===== config.mk =====
export PLATFORM = sky130hd
export DESIGN_NAME = atilt_sqrt_cell
export DESIGN_NICKNAME = d
export VERILOG_FILES = /design/src/design/atilt_pkg.sv /design/src/design/atilt_sqrt_cell.sv
export SDC_FILE = /design/constraint.sdc
export NUM_CORES = 1
export LEC_CHECK = 0
export BUFFER_PORTS_ARGS = -buffer_cell sky130_fd_sc_hd__buf_2
export CAP_MARGIN = 30
export CORE_MARGIN = 4
export CORE_UTILIZATION = 35
export CTS_CLUSTER_SIZE = 24
export DETAILED_ROUTE_END_ITERATION = 12
export MAX_ROUTING_LAYER = met4
export SETUP_SLACK_MARGIN = 0.2
export SLEW_MARGIN = 30
export SYNTH_ARGS = -nofsm -noshare
export SYNTH_HDL_FRONTEND = slang
export SYNTH_SLANG_ARGS = --single-unit

===== constraint.sdc =====
create_clock -name clk -period 1.4 [get_ports clk]
set_input_delay 0.14 -clock clk [delete_from_list [all_inputs] [get_ports clk]]
set_output_delay 0.14 -clock clk [all_outputs]
set_load 0.02 [all_outputs]

===== src/design/atilt_pkg.sv =====
// ----------------------------------------------------------------------------
// atilt_pkg
// Shared widths, register indexes, stage types and the arctangent table for
// the accelerometer tilt angle pipeline.
// ----------------------------------------------------------------------------
`timescale 1ns / 1ps

package atilt_pkg;

    // sample and result formats
    localparam int SAMPLE_W   = 16;
    localparam int ANGLE_FRAC = 7;
    localparam int ALT_W      = 15;
    localparam int AZ_W       = 16;

    // configuration port
    localparam int CFG_IDX_W = 2;
    localparam logic [CFG_IDX_W-1:0] REG_OFFSET_X = CFG_IDX_W'(0);
    localparam logic [CFG_IDX_W-1:0] REG_OFFSET_Y = CFG_IDX_W'(1);
    localparam logic [CFG_IDX_W-1:0] REG_OFFSET_Z = CFG_IDX_W'(2);

    // front end
    localparam int DIFF_W = SAMPLE_W + 1;
    localparam int MAG_W  = SAMPLE_W;
    localparam int SQ_W   = 2 * MAG_W;
    localparam int SUM_W  = SQ_W + 1;

    // square root
    localparam int RAD_W  = 62;
    localparam int ROOT_W = RAD_W / 2;
    localparam int REM_W  = ROOT_W + 2;
    localparam int KN     = 5;
    localparam int K_W    = KN;

    // arctangent
    localparam int NORM_W   = 59;
    localparam int NN       = 6;
    localparam int NSH_W    = NN;
    localparam int CORD_W   = NORM_W + 4;
    localparam int STEPS    = 24;
    localparam int STEP_W   = 5;
    localparam int ACC_FRAC = 20;
    localparam int ANG_W    = 29;
    localparam int TH_W     = ANG_W - 1;
    localparam int RND_SH   = ACC_FRAC - ANGLE_FRAC;

    localparam logic [TH_W-1:0] DEG90  = TH_W'(90 * (2 ** ACC_FRAC));
    localparam logic [TH_W-1:0] DEG180 = TH_W'(180 * (2 ** ACC_FRAC));

    typedef struct packed {
        logic y_neg;
        logic x_neg;
        logic z_neg;
        logic y_zero;
        logic x_zero;
        logic z_zero;
        logic s_zero;
    } flag_t;

    typedef struct packed {
        logic [RAD_W-1:0]  rad;
        logic [ROOT_W-1:0] root;
        logic [REM_W-1:0]  rem;
        logic [MAG_W-1:0]  ax;
        logic [MAG_W-1:0]  ay;
        logic [MAG_W-1:0]  az;
        logic [K_W-1:0]    k;
        flag_t             flags;
    } sq_t;

    typedef struct packed {
        logic [NORM_W-1:0] alt_a;
        logic [NORM_W-1:0] alt_b;
        logic [NORM_W-1:0] az_a;
        logic [NORM_W-1:0] az_b;
        flag_t             flags;
    } norm_t;

    typedef struct packed {
        logic signed [CORD_W-1:0] px;
        logic signed [CORD_W-1:0] py;
        logic signed [ANG_W-1:0]  ang;
    } lane_t;

    typedef struct packed {
        lane_t alt;
        lane_t az;
        flag_t flags;
    } cord_t;

    // atan(2^-i) in degrees with ACC_FRAC fraction bits
    function automatic logic signed [ANG_W-1:0] atan_entry(input logic [STEP_W-1:0] i);
        logic signed [ANG_W-1:0] r;
        case (i)
            5'd0:    r = ANG_W'(47185920);
            5'd1:    r = ANG_W'(27855475);
            5'd2:    r = ANG_W'(14718068);
            5'd3:    r = ANG_W'(7471121);
            5'd4:    r = ANG_W'(3750058);
            5'd5:    r = ANG_W'(1876857);
            5'd6:    r = ANG_W'(938658);
            5'd7:    r = ANG_W'(469357);
            5'd8:    r = ANG_W'(234682);
            5'd9:    r = ANG_W'(117342);
            5'd10:   r = ANG_W'(58671);
            5'd11:   r = ANG_W'(29335);
            5'd12:   r = ANG_W'(14668);
            5'd13:   r = ANG_W'(7334);
            5'd14:   r = ANG_W'(3667);
            5'd15:   r = ANG_W'(1833);
            5'd16:   r = ANG_W'(917);
            5'd17:   r = ANG_W'(458);
            5'd18:   r = ANG_W'(229);
            5'd19:   r = ANG_W'(115);
            5'd20:   r = ANG_W'(57);
            5'd21:   r = ANG_W'(29);
            5'd22:   r = ANG_W'(14);
            5'd23:   r = ANG_W'(7);
            default: r = '0;
        endcase
        return r;
    endfunction

endpackage


===== src/design/atilt_sqrt_cell.sv =====
// ----------------------------------------------------------------------------
// atilt_sqrt_cell
// One digit of the restoring square root: takes two radicand bits, yields
// one root bit and hands the partial root and remainder to the next cell.
// ----------------------------------------------------------------------------
`timescale 1ns / 1ps

module atilt_sqrt_cell (
    input  logic           clk,
    input  logic           rst_n,
    input  logic           en,
    input  logic           i_valid,
    input  atilt_pkg::sq_t i_data,
    output logic           o_valid,
    output atilt_pkg::sq_t o_data
);
    import atilt_pkg::*;

    logic [REM_W+1:0] rem_sh;
    logic [REM_W+1:0] trial;
    logic [REM_W+1:0] diff;
    logic             ge;
    logic             valid_reg;
    sq_t              data_reg;
    sq_t              data_next;

    always_comb
    begin
        rem_sh         = {i_data.rem, i_data.rad[RAD_W-1 -: 2]};
        trial          = {2'b00, i_data.root, 2'b01};
        diff           = rem_sh - trial;
        ge             = (rem_sh >= trial);
        data_next      = i_data;
        data_next.rad  = {i_data.rad[RAD_W-3:0], 2'b00};
        data_next.root = {i_data.root[ROOT_W-2:0], ge};
        data_next.rem  = ge ? diff[REM_W-1:0] : rem_sh[REM_W-1:0];
    end

    always_ff @(posedge clk or negedge rst_n)
    begin
        if (!rst_n)
        begin
            valid_reg <= 1'b0;
        end
        else if (en)
        begin
            valid_reg <= i_valid;
        end
    end

    always_ff @(posedge clk)
    begin
        if (en)
        begin
            data_reg <= data_next;
        end
    end

    assign o_valid = valid_reg;
    assign o_data  = data_reg;

endmodule


==> impl_metrics.xml <==
<?xml version="1.0" encoding="UTF-8"?>
<metrics>
  <group name="timing">
    <metric name="clock-skew-final" unit="ps">0</metric>
    <metric name="setup_slack" unit="ps">-638</metric>
    <metric name="period_minus_slack" unit="ps">2040</metric>
    <metric name="setup_tns" unit="ps">-20260</metric>
    <metric name="final_hold_viol_count" unit="">0</metric>
    <metric name="report.final.setup_viol" unit="">34</metric>
    <metric name="final_max_slew_viol_count" unit="">0</metric>
    <metric name="max_freq" unit="MHz">491</metric>
    <metric name="fin_crit_sh" unit="%">146</metric>
    <metric name="grt_setup_unrepaired" unit="">true</metric>
  </group>
  <group name="die">
    <metric name="initial_core_utilization" unit="%">35.5</metric>
    <metric name="fp.dieArea" unit="mm²">0.0263</metric>
    <metric name="core_area" unit="mm²">0.0235</metric>
    <metric name="floorplan.io_pins" unit="">377</metric>
    <metric name="overall_die_height" unit="µm">162</metric>
    <metric name="die_width" unit="µm">162</metric>
    <metric name="fp-row-count" unit="">56</metric>
  </group>
  <group name="outcome">
    <metric name="run_status" unit="">complete, but fails checks</metric>
    <metric name="violations" unit="">negative setup slack</metric>
  </group>
  <group name="critical_path">
    <metric name="regToRegEndpoint" unit="">o_valid$_DFFE_PN0P_</metric>
    <metric name="reg2reg_depth" unit="">1</metric>
    <metric name="start_kind" unit="">primary input</metric>
    <metric name="setup.reg_to_reg.worst_slack" unit="ps">650</metric>
    <metric name="worstPathRequired" unit="ps">1570</metric>
    <metric name="timing.critical_path.to_type" unit="">flop</metric>
    <metric name="worst-endpoint-arrival" unit="ps">2210</metric>
    <metric name="critPathKind" unit="">in -&gt; reg</metric>
    <metric name="critical_path.max_fanout" unit="">7</metric>
    <metric name="regToRegStartpoint" unit="">o_valid$_DFFE_PN0P_</metric>
  </group>
  <group name="cts">
    <metric name="numClockSinks" unit="">185</metric>
    <metric name="cts_inserted_buffers" unit="">17</metric>
    <metric name="clock_slew_at_reported_path_ffs" unit="ps">70</metric>
    <metric name="clock_latency" unit="ps">430</metric>
    <metric name="tritoncts" unit="">built</metric>
    <metric name="cts-root-to-sink-buffers" unit="">2</metric>
    <metric name="htreeDepth" unit="">4</metric>
    <metric name="clk_root_buffer_cell" unit="">sky130_fd_sc_hd__clkbuf_16</metric>
  </group>
  <group name="route">
    <metric name="drt_first_pass_iters" unit="">7</metric>
    <metric name="routed_len_inst" unit="µm">19.1</metric>
    <metric name="route.detailed.vias_per_inst" unit="">4.70</metric>
    <metric name="drc_violations_left" unit="">0</metric>
    <metric name="postRouteWirelength" unit="µm">30700</metric>
    <metric name="first_iter_violations" unit="">412</metric>
    <metric name="vias" unit="">7551</metric>
    <metric name="route.antenna.remaining_nets" unit="">0</metric>
  </group>
  <group name="synthesis">
    <metric name="ys_async_sr_fraction" unit="%">0.541</metric>
    <metric name="ys_seq_elements" unit="">185</metric>
    <metric name="synth_cell_types" unit="">61</metric>
    <metric name="syn_avg_cell_area" unit="µm²">14.5</metric>
    <metric name="ys_dominant_reg_cell" unit="">sky130_fd_sc_hd__edfxtp_1</metric>
    <metric name="synth_warnings" unit="">0</metric>
    <metric name="synth_area" unit="mm²">0.00833</metric>
    <metric name="syn_inst" unit="">575</metric>
    <metric name="yosysSeqAreaShare" unit="%">66.6</metric>
    <metric name="number_of_enable_type_register_cells_in_the_synthesized_netlist" unit="">184</metric>
  </group>
  <group name="final_layout">
    <metric name="fin_nets" unit="">1496</metric>
    <metric name="layout-drive-gt1-share" unit="%">54.7</metric>
    <metric name="filler_cell_count" unit="">1788</metric>
    <metric name="final_cell_count_no_fill" unit="">1606</metric>
    <metric name="area_growth" unit="%">79.1</metric>
  </group>
  <group name="placement">
    <metric name="place_hpwl" unit="µm">21300</metric>
    <metric name="port-buffer-count" unit="">374</metric>
    <metric name="finalWeightedCongestion" unit="">0.856</metric>
    <metric name="placed_cells_incl_taps" unit="">1387</metric>
  </group>
  <group name="global_route">
    <metric name="first_pass_grt_wire_length" unit="µm">45700</metric>
    <metric name="via_count_of_the_first_global_routing_pass" unit="">8156</metric>
    <metric name="grt_antenna_before_repair" unit="">1</metric>
    <metric name="grt_start_max_net_pins" unit="">83</metric>
    <metric name="grt_overflow_total" unit="">0</metric>
    <metric name="gr-usage-all-layers" unit="%">23.3</metric>
  </group>
  <group name="min_path">
    <metric name="min_delay_worst_endpoint" unit="">o_data[77]$_DFFE_PP_</metric>
    <metric name="worst_hold_startpoint" unit="">i_data[75]</metric>
    <metric name="hold-path-cell-count" unit="">2</metric>
    <metric name="worstHoldPathType" unit="">in -&gt; reg</metric>
  </group>
  <group name="power">
    <metric name="power_per_cell_area" unit="mW/mm²">1090</metric>
    <metric name="worst_ir_drop_vdd" unit="mV">0.659</metric>
    <metric name="total_leakage_power" unit="µW">0.00644</metric>
  </group>
  <group name="flow_run">
    <metric name="drv_cap" unit="">0</metric>
  </group>
</metrics>
==> state kept, by name, summed over array words and instances, names as in the netlist <==
register  cells
o_valid       1
o_data      184
==> final cells by class <==
type,count,area (µm²),share of cell area (%)
diodes,1,2.50,0.0168
clock buffers,18,429,2.88
clock inverters,14,168,1.12
inverters,51,245,1.64
multi-input cells,326,3220,21.6
flip-flops and latches,185,5550,37.2
well taps,319,399,2.68
repair buffers,690,4880,32.7
repair inverters,2,27.5,0.185
==> worst max-delay path by stage <==
stage	from	slack [ps]	to	cells after the start
finish	i_data[70]	-640	o_data[82]$_DFFE_PP_	9
CTS	i_data[111]	-640	o_data[78]$_DFFE_PP_	12
global placement	i_data[94]	-1230	o_data[86]$_DFFE_PP_	12
floorplan	i_data[100]	-1040	o_data[69]$_DFFE_PP_	12
global route	i_data[107]	-700	o_data[92]$_DFFE_PP_	13
detailed placement	i_data[94]	-1220	o_data[86]$_DFFE_PP_	12
==> routing by layer <==
layer	up-vias	GRT usage, %	routed length (µm)
met4	0	11.0	1330
met1	3623	24.9	11400
met5	-	-	0
li1	3577	-	-
met2	285	41.6	16300
met3	66	4.19	1690
==> power breakdown <==
group	total (µW)	internal, µW	leakage (µW)	switching [µW]
combinational	4460	2140	0.00434	2320
sequential	6830	6700	0.00181	134
clock	4900	2430	0.000290	2470
total	16200	11300	0.00644	4930
==> cell families after synthesis <==
kind of cell | Yosys count | share of synthesized area (%)
AOI/OAI and AO/OA | 127 | 10.6
muxes | 29 | 4.67
and+or+nand+nor | 111 | 6.52
buffers and inverters | 65 | 4.01
adders and majority gates | 33 | 4.96
xor gates and xnor gates | 24 | 2.52
DFF | 185 | 66.6
other | 1 | 0.0450
==> synthesized netlist by cell type, types with 6 or more instances <==
master,number,area (µm²)
sky130_fd_sc_hd__a21oi_1,37,185
sky130_fd_sc_hd__edfxtp_1,184,5530
sky130_fd_sc_hd__ha_1,33,413
sky130_fd_sc_hd__inv_1,50,188
sky130_fd_sc_hd__mux2_2,7,78.8
sky130_fd_sc_hd__mux2_4,18,270
sky130_fd_sc_hd__nand2_1,30,113
sky130_fd_sc_hd__nand2b_1,6,37.5
sky130_fd_sc_hd__nand3_1,12,60.1
sky130_fd_sc_hd__nand4_1,6,37.5
sky130_fd_sc_hd__nor2_1,27,101
sky130_fd_sc_hd__nor3_1,11,55.1
sky130_fd_sc_hd__o211ai_1,10,75.1
sky130_fd_sc_hd__o21a_1,7,52.6
sky130_fd_sc_hd__o21ai_0,20,100
sky130_fd_sc_hd__o31ai_1,6,45.0
sky130_fd_sc_hd__xnor2_1,22,193
==> per-stage QoR <==
stage | setup WS [ps] | util [%] | total power, µW | hold WS, ps | area [µm²]
global route | -698 | 63.6 | 16900 | 9.63 | 14900
detailed placement | -1220 | 50.4 | 10500 | -84.1 | 11800
global placement | -1230 | 50.4 | 10500 | -85.0 | 11800
floorplan | -1040 | - | 8920 | -156 | 8670
CTS | -641 | 62.1 | 16100 | 12.6 | 14600
finish | -638 | 63.6 | 16200 | 27.7 | 14900
==> cells in the final DEF, fill, tap and decap left out, drive strengths merged, types with 3 or more instances in the layout <==
cell type,count
buf,535
edfxtp,184
dlygate4sd3,154
inv,62
a21oi,41
ha,33
nand2,30
nor2,27
mux2,25
o21ai,23
xnor2,22
clkbuf,19
nand3,12
o211ai,11
nor3,11
o21a,8
nand4,7
nand2b,6
o31ai,6
o21bai,5
clkinv,5
nor4,5
a211oi,5
and3,4
a21o,4
a211o,4
mux2i,4
a2111oi,3
a221oi,3
o2111ai,3
==> what timing repair did <==
item,CTS,global route
hold buffers,154,0
setup buffers,20,10
setup endpoints to repair,34,57
hold endpoints to repair,153,0
gates cloned,2,0
gates resized for setup,79,73
pin swaps,32,23
==> critical path, stage by stage <==
cell                      delay [ps]
sky130_fd_sc_hd__buf_4           120
sky130_fd_sc_hd__ha_4            310
sky130_fd_sc_hd__nand4_4         160
sky130_fd_sc_hd__or4_4           560
sky130_fd_sc_hd__o21a_4          220
sky130_fd_sc_hd__o21a_4          150
sky130_fd_sc_hd__buf_12          160
sky130_fd_sc_hd__inv_16           80
sky130_fd_sc_hd__mux2_4          300
Note: power is estimated with default switching activity, not from simulation.
